--- src/rtl/core/bcp_pkg.sv ---
// Types, constants and helper functions of the box collision push-out core.
// No dependencies; imported by the clamp, push and top modules of the core.
package bcp_pkg;

  // Internal width for offsets, limits and push results.
  localparam int CW = 20;

  localparam int BOX_TABLE_SIZE = 3;

  // Obstacle geometry in tenths of a metre: centre x, centre y, half width, half depth.
  localparam int BOX_TENTHS [BOX_TABLE_SIZE][4] = '{
    '{0, 4, 10, 10},
    '{-28, 22, 7, 5},
    '{28, 22, 7, 5}
  };

  localparam int FLD_CX = 0;
  localparam int FLD_CY = 1;
  localparam int FLD_HW = 2;
  localparam int FLD_HD = 3;

  typedef enum logic [2:0] {
    REG_ROOM_HALF_WIDTH = 3'd0,
    REG_ROOM_HALF_DEPTH = 3'd1,
    REG_WALL_MARGIN     = 3'd2,
    REG_PLAYER_RADIUS   = 3'd3,
    REG_HEIGHT_MIN      = 3'd4,
    REG_HEIGHT_MAX      = 3'd5
  } bcp_reg_t;

  localparam logic [14:0]        RST_ROOM_HALF_WIDTH = 15'd1536;
  localparam logic [14:0]        RST_ROOM_HALF_DEPTH = 15'd1536;
  localparam logic [14:0]        RST_WALL_MARGIN     = 15'd307;
  localparam logic [14:0]        RST_PLAYER_RADIUS   = 15'd218;
  localparam logic signed [15:0] RST_HEIGHT_MIN      = 16'sd0;
  localparam logic signed [15:0] RST_HEIGHT_MAX      = 16'sd307;

  localparam logic signed [CW-1:0] SAT_HI = CW'(32767);
  localparam logic signed [CW-1:0] SAT_LO = CW'(-32768);

  typedef struct packed {
    logic [14:0]        room_half_width;
    logic [14:0]        room_half_depth;
    logic [14:0]        wall_margin;
    logic [14:0]        player_radius;
    logic signed [15:0] height_min;
    logic signed [15:0] height_max;
  } bcp_cfg_t;

  typedef struct packed {
    logic signed [15:0] px;
    logic signed [15:0] py;
    logic signed [15:0] x;
    logic signed [15:0] y;
    logic signed [15:0] z;
  } bcp_item_t;

  // Results of the containment test of one box, carried to the push stage.
  typedef struct packed {
    logic                 hit;
    logic                 out_x_side;
    logic                 out_y_side;
    logic                 neg_x;
    logic                 neg_y;
    logic signed [CW-1:0] pen_x;
    logic signed [CW-1:0] pen_y;
  } bcp_probe_t;

  // Converts tenths of a metre to fixed point, rounding half away from zero.
  // Only evaluated at elaboration.
  function automatic int box_fixed(int k, int fld, int frac);
    int t;
    int a;
    int r;
    t = BOX_TENTHS[k][fld];
    a = (t < 0) ? -t : t;
    r = (a * (1 << frac) * 2 + 10) / 20;
    return (t < 0) ? -r : r;
  endfunction

  function automatic logic signed [CW-1:0] sext16(logic signed [15:0] v);
    return {{(CW-16){v[15]}}, v};
  endfunction

  function automatic logic signed [CW-1:0] zext15(logic [14:0] v);
    return $signed({{(CW-15){1'b0}}, v});
  endfunction

  // Clamps v to [-b, b] with b = half - margin; a negative b gives -b below -b, else b.
  function automatic logic signed [15:0] clamp_sym(logic signed [15:0] v, logic [14:0] half,
                                                  logic [14:0] margin);
    logic signed [CW-1:0] b;
    logic signed [CW-1:0] nb;
    logic signed [CW-1:0] vw;
    logic signed [15:0]   r;
    b  = zext15(half) - zext15(margin);
    nb = -b;
    vw = sext16(v);
    if (vw < nb) begin
      r = nb[15:0];
    end else if (vw > b) begin
      r = b[15:0];
    end else begin
      r = v;
    end
    return r;
  endfunction

  function automatic logic signed [15:0] clamp_range(logic signed [15:0] v,
                                                    logic signed [15:0] lo,
                                                    logic signed [15:0] hi);
    logic signed [15:0] r;
    if (v < lo) begin
      r = lo;
    end else if (v > hi) begin
      r = hi;
    end else begin
      r = v;
    end
    return r;
  endfunction

  function automatic logic signed [15:0] sat16(logic signed [CW-1:0] v);
    logic signed [15:0] r;
    if (v > SAT_HI) begin
      r = SAT_HI[15:0];
    end else if (v < SAT_LO) begin
      r = SAT_LO[15:0];
    end else begin
      r = v[15:0];
    end
    return r;
  endfunction

endpackage

--- src/rtl/core/bcp_clamp.sv ---
// One pipeline stage that clamps a position to the room and registers it.
// Depends on bcp_pkg.
module bcp_clamp import bcp_pkg::*; (
  input  logic      clk,
  input  logic      rst,
  input  bcp_cfg_t  cfg,
  input  logic      in_valid,
  output logic      in_ready,
  input  bcp_item_t in_item,
  output logic      out_valid,
  input  logic      out_ready,
  output bcp_item_t out_item
);

  bcp_item_t item_next;

  always_comb begin
    item_next   = in_item;
    item_next.x = clamp_sym(in_item.x, cfg.room_half_width, cfg.wall_margin);
    item_next.y = clamp_sym(in_item.y, cfg.room_half_depth, cfg.wall_margin);
    item_next.z = clamp_range(in_item.z, cfg.height_min, cfg.height_max);
  end

  assign in_ready = !out_valid || out_ready;

  always_ff @(posedge clk) begin
    if (rst) begin
      out_valid <= 1'b0;
    end else if (in_ready) begin
      out_valid <= in_valid;
    end
  end

  always_ff @(posedge clk) begin
    if (in_ready && in_valid) begin
      out_item <= item_next;
    end
  end

endmodule

--- src/rtl/core/bcp_push.sv ---
// Two pipeline stages that resolve a position against one enlarged obstacle box:
// a containment test, then the push to the chosen face. Depends on bcp_pkg.
module bcp_push import bcp_pkg::*; #(
  parameter int BOX       = 0,
  parameter int FRAC_BITS = 8
) (
  input  logic      clk,
  input  logic      rst,
  input  bcp_cfg_t  cfg,
  input  logic      in_valid,
  output logic      in_ready,
  input  bcp_item_t in_item,
  output logic      out_valid,
  input  logic      out_ready,
  output bcp_item_t out_item
);

  localparam logic signed [CW-1:0] CX = CW'(box_fixed(BOX, FLD_CX, FRAC_BITS));
  localparam logic signed [CW-1:0] CY = CW'(box_fixed(BOX, FLD_CY, FRAC_BITS));
  localparam logic signed [CW-1:0] HW = CW'(box_fixed(BOX, FLD_HW, FRAC_BITS));
  localparam logic signed [CW-1:0] HD = CW'(box_fixed(BOX, FLD_HD, FRAC_BITS));

  logic signed [CW-1:0] lim_x;
  logic signed [CW-1:0] lim_y;

  assign lim_x = HW + zext15(cfg.player_radius);
  assign lim_y = HD + zext15(cfg.player_radius);

  // Test stage.
  logic signed [CW-1:0] lx, ly, dx, dy;
  logic signed [CW-1:0] alx, aly, adx, ady;
  bcp_probe_t           probe_next;
  logic                 mid_valid;
  logic                 mid_ready;
  bcp_item_t            mid_item;
  bcp_probe_t           mid_probe;

  always_comb begin
    lx  = sext16(in_item.x) - CX;
    ly  = sext16(in_item.y) - CY;
    dx  = sext16(in_item.px) - CX;
    dy  = sext16(in_item.py) - CY;
    alx = lx[CW-1] ? -lx : lx;
    aly = ly[CW-1] ? -ly : ly;
    adx = dx[CW-1] ? -dx : dx;
    ady = dy[CW-1] ? -dy : dy;
    probe_next.hit        = (alx < lim_x) && (aly < lim_y);
    probe_next.out_x_side = adx >= lim_x;
    probe_next.out_y_side = ady >= lim_y;
    probe_next.neg_x      = lx[CW-1];
    probe_next.neg_y      = ly[CW-1];
    probe_next.pen_x      = lim_x - alx;
    probe_next.pen_y      = lim_y - aly;
  end

  assign in_ready = !mid_valid || mid_ready;

  always_ff @(posedge clk) begin
    if (rst) begin
      mid_valid <= 1'b0;
    end else if (in_ready) begin
      mid_valid <= in_valid;
    end
  end

  always_ff @(posedge clk) begin
    if (in_ready && in_valid) begin
      mid_item  <= in_item;
      mid_probe <= probe_next;
    end
  end

  // Push stage. Ties in penetration go to y.
  logic                 use_x;
  logic signed [CW-1:0] push_x;
  logic signed [CW-1:0] push_y;
  bcp_item_t            item_next;

  always_comb begin
    if (mid_probe.out_x_side != mid_probe.out_y_side) begin
      use_x = mid_probe.out_x_side;
    end else begin
      use_x = mid_probe.pen_x < mid_probe.pen_y;
    end
    push_x    = CX + (mid_probe.neg_x ? -lim_x : lim_x);
    push_y    = CY + (mid_probe.neg_y ? -lim_y : lim_y);
    item_next = mid_item;
    if (mid_probe.hit) begin
      if (use_x) begin
        item_next.x = sat16(push_x);
      end else begin
        item_next.y = sat16(push_y);
      end
    end
  end

  assign mid_ready = !out_valid || out_ready;

  always_ff @(posedge clk) begin
    if (rst) begin
      out_valid <= 1'b0;
    end else if (mid_ready) begin
      out_valid <= mid_valid;
    end
  end

  always_ff @(posedge clk) begin
    if (mid_ready && mid_valid) begin
      out_item <= item_next;
    end
  end

endmodule

--- src/rtl/core/box_collision_push_out_core.sv ---
// Box collision push-out core.
// A request on the slave stream carries a previous and a target position in signed
// fixed point; for each one exactly one resolved position leaves on the master stream,
// in the order the requests came in. The target is clamped to the room, pushed out of
// each enlarged obstacle box in turn, and clamped to the room again.
// From acceptance to tvalid a request passes one clamp stage, a test stage and a
// push stage for every box, and a final clamp stage that is also the output register.
// Throughput is one request per cycle while m_tready is high.
// Every stage holds a valid bit and takes new data whenever it is empty or its
// content moves on, so bubbles close up and the input keeps accepting while a
// finished result still waits at the output.
// When the receiver holds m_tready low the stages fill up one by one and s_tready
// falls only once the stage behind the input is full; nothing is dropped or repeated.
// Reset clears every valid bit and loads the configuration registers with defaults;
// the user must write them through the APB port only while the core is idle (unenforced).
module box_collision_push_out_core import bcp_pkg::*; #(
  parameter int NUM_BOXES = 3,
  parameter int FRAC_BITS = 8
) (
  input  logic        clk,
  input  logic        rst,
  // Slave stream; s_tdata fields from bit 0 up: prev_x, prev_y, target_x, target_y,
  // target_z, 16 bits each.
  input  logic        s_tvalid,
  output logic        s_tready,
  input  logic [79:0] s_tdata,
  // Master stream; m_tdata fields from bit 0 up: out_x, out_y, out_z, 16 bits each.
  output logic        m_tvalid,
  input  logic        m_tready,
  output logic [47:0] m_tdata,
  // Configuration port.
  input  logic        psel,
  input  logic        penable,
  input  logic        pwrite,
  input  logic [4:0]  paddr,
  input  logic [31:0] pwdata,
  output logic [31:0] prdata,
  output logic        pready
);

  // Boxes past the third do not exist, so they get no stages at all.
  localparam int NBOX = (NUM_BOXES < BOX_TABLE_SIZE) ? NUM_BOXES : BOX_TABLE_SIZE;

  // Configuration registers. A write completes in the access cycle of an APB
  // transfer; pready is tied high so every transfer finishes without wait states.
  bcp_cfg_t cfg;
  bcp_reg_t reg_sel;
  logic     cfg_write;

  assign pready    = 1'b1;
  assign reg_sel   = bcp_reg_t'(paddr[4:2]);
  assign cfg_write = psel && penable && pwrite && pready;

  always_ff @(posedge clk) begin
    if (rst) begin
      cfg.room_half_width <= RST_ROOM_HALF_WIDTH;
      cfg.room_half_depth <= RST_ROOM_HALF_DEPTH;
      cfg.wall_margin     <= RST_WALL_MARGIN;
      cfg.player_radius   <= RST_PLAYER_RADIUS;
      cfg.height_min      <= RST_HEIGHT_MIN;
      cfg.height_max      <= RST_HEIGHT_MAX;
    end else if (cfg_write) begin
      case (reg_sel)
        REG_ROOM_HALF_WIDTH: cfg.room_half_width <= pwdata[14:0];
        REG_ROOM_HALF_DEPTH: cfg.room_half_depth <= pwdata[14:0];
        REG_WALL_MARGIN:     cfg.wall_margin     <= pwdata[14:0];
        REG_PLAYER_RADIUS:   cfg.player_radius   <= pwdata[14:0];
        REG_HEIGHT_MIN:      cfg.height_min      <= pwdata[15:0];
        REG_HEIGHT_MAX:      cfg.height_max      <= pwdata[15:0];
        default: ;
      endcase
    end
  end

  // Reads return the raw register bits, zero extended; unused addresses read zero.
  always_comb begin
    case (reg_sel)
      REG_ROOM_HALF_WIDTH: prdata = {17'd0, cfg.room_half_width};
      REG_ROOM_HALF_DEPTH: prdata = {17'd0, cfg.room_half_depth};
      REG_WALL_MARGIN:     prdata = {17'd0, cfg.wall_margin};
      REG_PLAYER_RADIUS:   prdata = {17'd0, cfg.player_radius};
      REG_HEIGHT_MIN:      prdata = {16'd0, cfg.height_min};
      REG_HEIGHT_MAX:      prdata = {16'd0, cfg.height_max};
      default:             prdata = 32'd0;
    endcase
  end

  // Pipeline chain. Link 0 is the input stream; link k + 1 is the output of the
  // k-th stage module.
  bcp_item_t chain_item  [NBOX+2];
  logic      chain_valid [NBOX+2];
  logic      chain_ready [NBOX+2];
  bcp_item_t out_item;
  logic      out_valid;

  assign chain_item[0].px = s_tdata[15:0];
  assign chain_item[0].py = s_tdata[31:16];
  assign chain_item[0].x  = s_tdata[47:32];
  assign chain_item[0].y  = s_tdata[63:48];
  assign chain_item[0].z  = s_tdata[79:64];
  assign chain_valid[0]   = s_tvalid;
  assign s_tready         = chain_ready[0];

  bcp_clamp u_clamp_in (
    .clk       (clk),
    .rst       (rst),
    .cfg       (cfg),
    .in_valid  (chain_valid[0]),
    .in_ready  (chain_ready[0]),
    .in_item   (chain_item[0]),
    .out_valid (chain_valid[1]),
    .out_ready (chain_ready[1]),
    .out_item  (chain_item[1])
  );

  for (genvar k = 0; k < NBOX; k++) begin : g_box
    bcp_push #(
      .BOX       (k),
      .FRAC_BITS (FRAC_BITS)
    ) u_push (
      .clk       (clk),
      .rst       (rst),
      .cfg       (cfg),
      .in_valid  (chain_valid[k+1]),
      .in_ready  (chain_ready[k+1]),
      .in_item   (chain_item[k+1]),
      .out_valid (chain_valid[k+2]),
      .out_ready (chain_ready[k+2]),
      .out_item  (chain_item[k+2])
    );
  end

  // The final clamp stage doubles as the output register.
  bcp_clamp u_clamp_out (
    .clk       (clk),
    .rst       (rst),
    .cfg       (cfg),
    .in_valid  (chain_valid[NBOX+1]),
    .in_ready  (chain_ready[NBOX+1]),
    .in_item   (chain_item[NBOX+1]),
    .out_valid (out_valid),
    .out_ready (m_tready),
    .out_item  (out_item)
  );

  assign m_tvalid = out_valid;
  assign m_tdata  = {out_item.z, out_item.y, out_item.x};

endmodule

--- config.mk ---
export PLATFORM = sky130hd
export DESIGN_NAME = box_collision_push_out_core
export DESIGN_NICKNAME = d
export VERILOG_FILES = /design/src/rtl/core/bcp_pkg.sv /design/src/rtl/core/bcp_clamp.sv /design/src/rtl/core/bcp_push.sv /design/src/rtl/core/box_collision_push_out_core.sv
export SDC_FILE = /design/constraint.sdc
export NUM_CORES = 2
export LEC_CHECK = 0
export CORE_MARGIN = 3
export CORE_UTILIZATION = 59
export DETAILED_ROUTE_END_ITERATION = 7
export DONT_BUFFER_PORTS = 1
export PLACE_DENSITY = 0.88
export SLEW_MARGIN = 20
export SYNTH_ARGS = -nofsm -noshare
export SYNTH_HDL_FRONTEND = slang
export SYNTH_SLANG_ARGS = --single-unit
export TNS_END_PERCENT = 20
--- constraint.sdc ---
create_clock -name clk -period 11.1 [get_ports clk]
set_clock_uncertainty 0.05 [all_clocks]
set_input_delay 1.11 -clock clk [delete_from_list [all_inputs] [get_ports clk]]
set_output_delay 1.11 -clock clk [all_outputs]
set_load 0.02 [all_outputs]
==> flow_metrics.tcl <==
set metrics [dict create \
    status "finished, final reports clean" \
    n_fill_cell 6734 \
    fin_cells 6729 \
    hold_viol_final 0 \
    grtUsageTotal_pct 32.37 \
    cts_tree "done" \
    synthCells 5526 \
    detail-route-antenna-nets 0 \
    cts_setup_buffers 0 \
    final.setup.tns_ps 0 \
    synth_ff_type "edfxtp_1" \
    vias_per_cell 6.557 \
    gr-total-overflow 0 \
    design_area_um2 57950 \
    yosysTopAreaCell "edfxtp_1" \
    maxCapViolCount 0 \
    finalPower_uw 7591 \
    synth_area_leaders "edfxtp_1 (38%), ha_1 (12%), xnor2_1 (5.7%), nand2_1 (3.7%), dfxtp_1 (3.7%)" \
    grt_max_degree 101 \
    drc 0 \
    period_share_pct 71.49 \
    post_drt_wl_per_cell_um 23.43 \
    critPathRequiredTime_ps 11470 \
    cp_data_arrival_time_ps 8310 \
    synthArstFlopShare_pct 0 \
    dr.first_iter.drc_count 5003 \
    root_buffer "clkbuf_16" \
    setup_viol_count_final 0 \
    cp-end-kind "flip-flop" \
    core.rowCount 110 \
    cts_max_level 3 \
    cp_max_fo 20 \
    port_buffers 0 \
    multi_input_area_um2 29580 \
    syn_to_final_growth_pct 7.734 \
    synth_compound_area_share_pct 16.57 \
    grt_pass1_vias 42250 \
    clock_sinks 778 \
    final_util_pct 64.29 \
    core-area_um2 90150 \
    synth_mux_area_share_pct 2.207 \
    drt-total-wl_um 157700 \
    drt_pass1_iterations 7 \
    synth_xor_area_share_pct 8.697 \
    synth.cell_area_um2 53790 \
    ys_types 101 \
    gp_congestion 0.9815 \
    seq_area_frac_synth_pct 41.57 \
    syn_area_per_cell_um2 9.735 \
    cts_buffer_depth 3 \
    pin_count 207 \
    synth_top_area_share_pct 37.85 \
    die_width_um 308.0 \
    synth-seq-cells 778 \
    ctsResizeCount 0 \
    clock.fmax_ghz 0.1260 \
    drive_above_1_share_pct 6.235 \
    dpl.hpwl_um 115200 \
    grt_pass1_wl_um 238700 \
    antenna_found_initial 3 \
    synth_top_family_by_area "compound AO/OA/AOI/OAI gates" \
    slew_viol_final 0 \
    critPathKind "flip-flop to flip-flop" \
    rsz0062_at_grt "false" \
    holdBufCountCts 0 \
    power.density_nw_per_um2 131.0 \
    numCtsBuffers 85 \
    synthAdderAreaFrac_pct 12.23 \
    clock_latency_ps 670 \
    start_kind "flip-flop" \
    min_period_ps 7936 \
    vdd_drop_max_mv 0.1459 \
    postPlaceCellArea_um2 55020 \
    yosys_warnings 0 \
    r2r_slack_ps 3160 \
    power_leakage_uw 0.02227 \
    vias 44120 \
    die-area_um2 94840 \
    dp.cells 6565 \
    die_y_um 308.0 \
    synth-edff-count 678 \
    synth-simple-area-share_pct 14.86 \
    start_util_pct 59.67 \
    tightest_slew_ps 1229 \
    nets 6118 \
    register_area_um2 22360 \
    hold_class "flip-flop to flip-flop" \
    cts.clk_slew.worst_paths_ps 70 \
    slew-limit-headroom_pct 17.76 \
]
## metrics by stage
| step | worst slack, ps | hold slack [ps] |
|---|---|---|
| final | 3164 | 358.5 |
| after global routing | 2673 | 367.8 |
| after CTS | 3385 | 357.6 |
| after detailed placement | 3427 | 354.5 |
| after global placement | 3501 | 350.5 |
| after floorplan | 2656 | 350.3 |
## registers in the layout, summed over array words and instances (netlist names)
register                count
cfg                        92
g_box.u_push.item_next    112
g_box.u_push.mid_item      95
g_box.u_push.mid_probe    135
g_box.u_push.mid_valid      3
g_box.u_push.out_item     208
g_box.u_push.out_valid      3
u_clamp_in.out_item        80
u_clamp_in.out_valid        1
u_clamp_out.out_item       48
u_clamp_out.out_valid       1
## report_power, final
| part | total, uW | switching, uW | internal, uW | leakage (uW) |
|---|---|---|---|---|
| sequential | 3440 | 95.9 | 3340 | 0.00695 |
| clock | 2950 | 1270 | 1680 | 0.00138 |
| combinational | 1200 | 717 | 485 | 0.0139 |
## cell usage in the layout (no fill, tap or decap), drive strengths merged, types with 29 or more instances in the layout
cell	n
dfxtp	100
buf	66
nand2b	86
mux2	29
clkbuf	96
a21o	138
clkinv	46
nor4	41
nand3	122
a31oi	74
xnor2	351
a21oi	399
a221oi	30
inv	301
nor3	93
mux2i	77
o211ai	32
or2	32
nand4	65
nand2	536
ha	510
xor2	178
o21a	73
nor2	403
and3	34
a211oi	38
edfxtp	678
o22ai	45
or3	49
nor2b	85
o21ai	334
## metal layers
metal | GRT usage, % | up-vias | routed length, um
met4 | 18.17 | 2 | 10020
li1 | - | 20100 | -
met3 | 8.577 | 603 | 18440
met1 | 39.81 | 20780 | 57610
met5 | 0 | - | 164
met2 | 51.86 | 2633 | 71450
## logic make-up after synthesis
kind of cell    after synthesis
other cells                   2
flops                       778
simple gates               1658
fa+ha+maj                   522
buf+inv                     523
compound gates             1403
mux                         110
xor+xnor                    530
## final timing paths
check	endpoint	depth (start not counted)	start
worst max-delay path	u_clamp_out.out_item[25]$_DFFE_PP_	25	cfg[48]$_SDFFE_PP1P_
worst min-delay path	g_box[2].u_push.out_item[2]$_DFFE_PP_	0	g_box[2].u_push.item_next[2]$_DFFE_PP_
worst max register to register	u_clamp_out.out_item[25]$_DFFE_PP_	25	cfg[48]$_SDFFE_PP1P_
worst min register to register	g_box[2].u_push.out_item[2]$_DFFE_PP_	0	g_box[2].u_push.item_next[2]$_DFFE_PP_
## worst max-delay path, stage by stage, from the launching register on
cell	delay, ps
dfxtp_1	310
inv_1	230
ha_1	280
nor2b_1	130
o21ai_0	220
nand2_1	110
xnor2_1	760
nand3_1	260
a211o_1	330
nand2b_1	190
a2111oi_0	940
nand3_1	330
and3b_1	380
nor2_1	90
nand2b_1	230
ha_1	300
a21o_1	160
a21oi_1	140
nand2_1	80
nor2_1	80
o21ai_0	80
o21ai_0	350
mux2_2	560
nand3_1	500
o21ai_0	190
a221oi_1	400
## final cells by class
class	instances	area share, %
diodes	4	0.01727
clock buffers	96	3.778
clock inverters	64	1.203
inverters	305	1.980
multi-input cells	4240	51.04
flip-flops and latches	778	38.58
well taps	1176	2.539
repair buffers	66	0.8549
## cell usage after synthesis, drive strengths merged, types with 28 or more instances
library cell and instances:
xor2 178, a21oi 399, nor3 93, o31ai 28, nand4 65, inv 291, nand3 122, o21ai 334
a31oi 74, clkbuf 172, nor4 41, mux2 29, xnor2 351, or2 32, nor2 403, or3 49
o211ai 32, nor2b 85, ha 510, a211oi 38, nand2b 86, a221oi 30, a21boi 28, o22ai 45
and3 34, o21a 73, dfxtp 100, mux2i 77, a21o 138, nand2 536, buf 46, edfxtp 678
(Power assumes the default switching activity.)
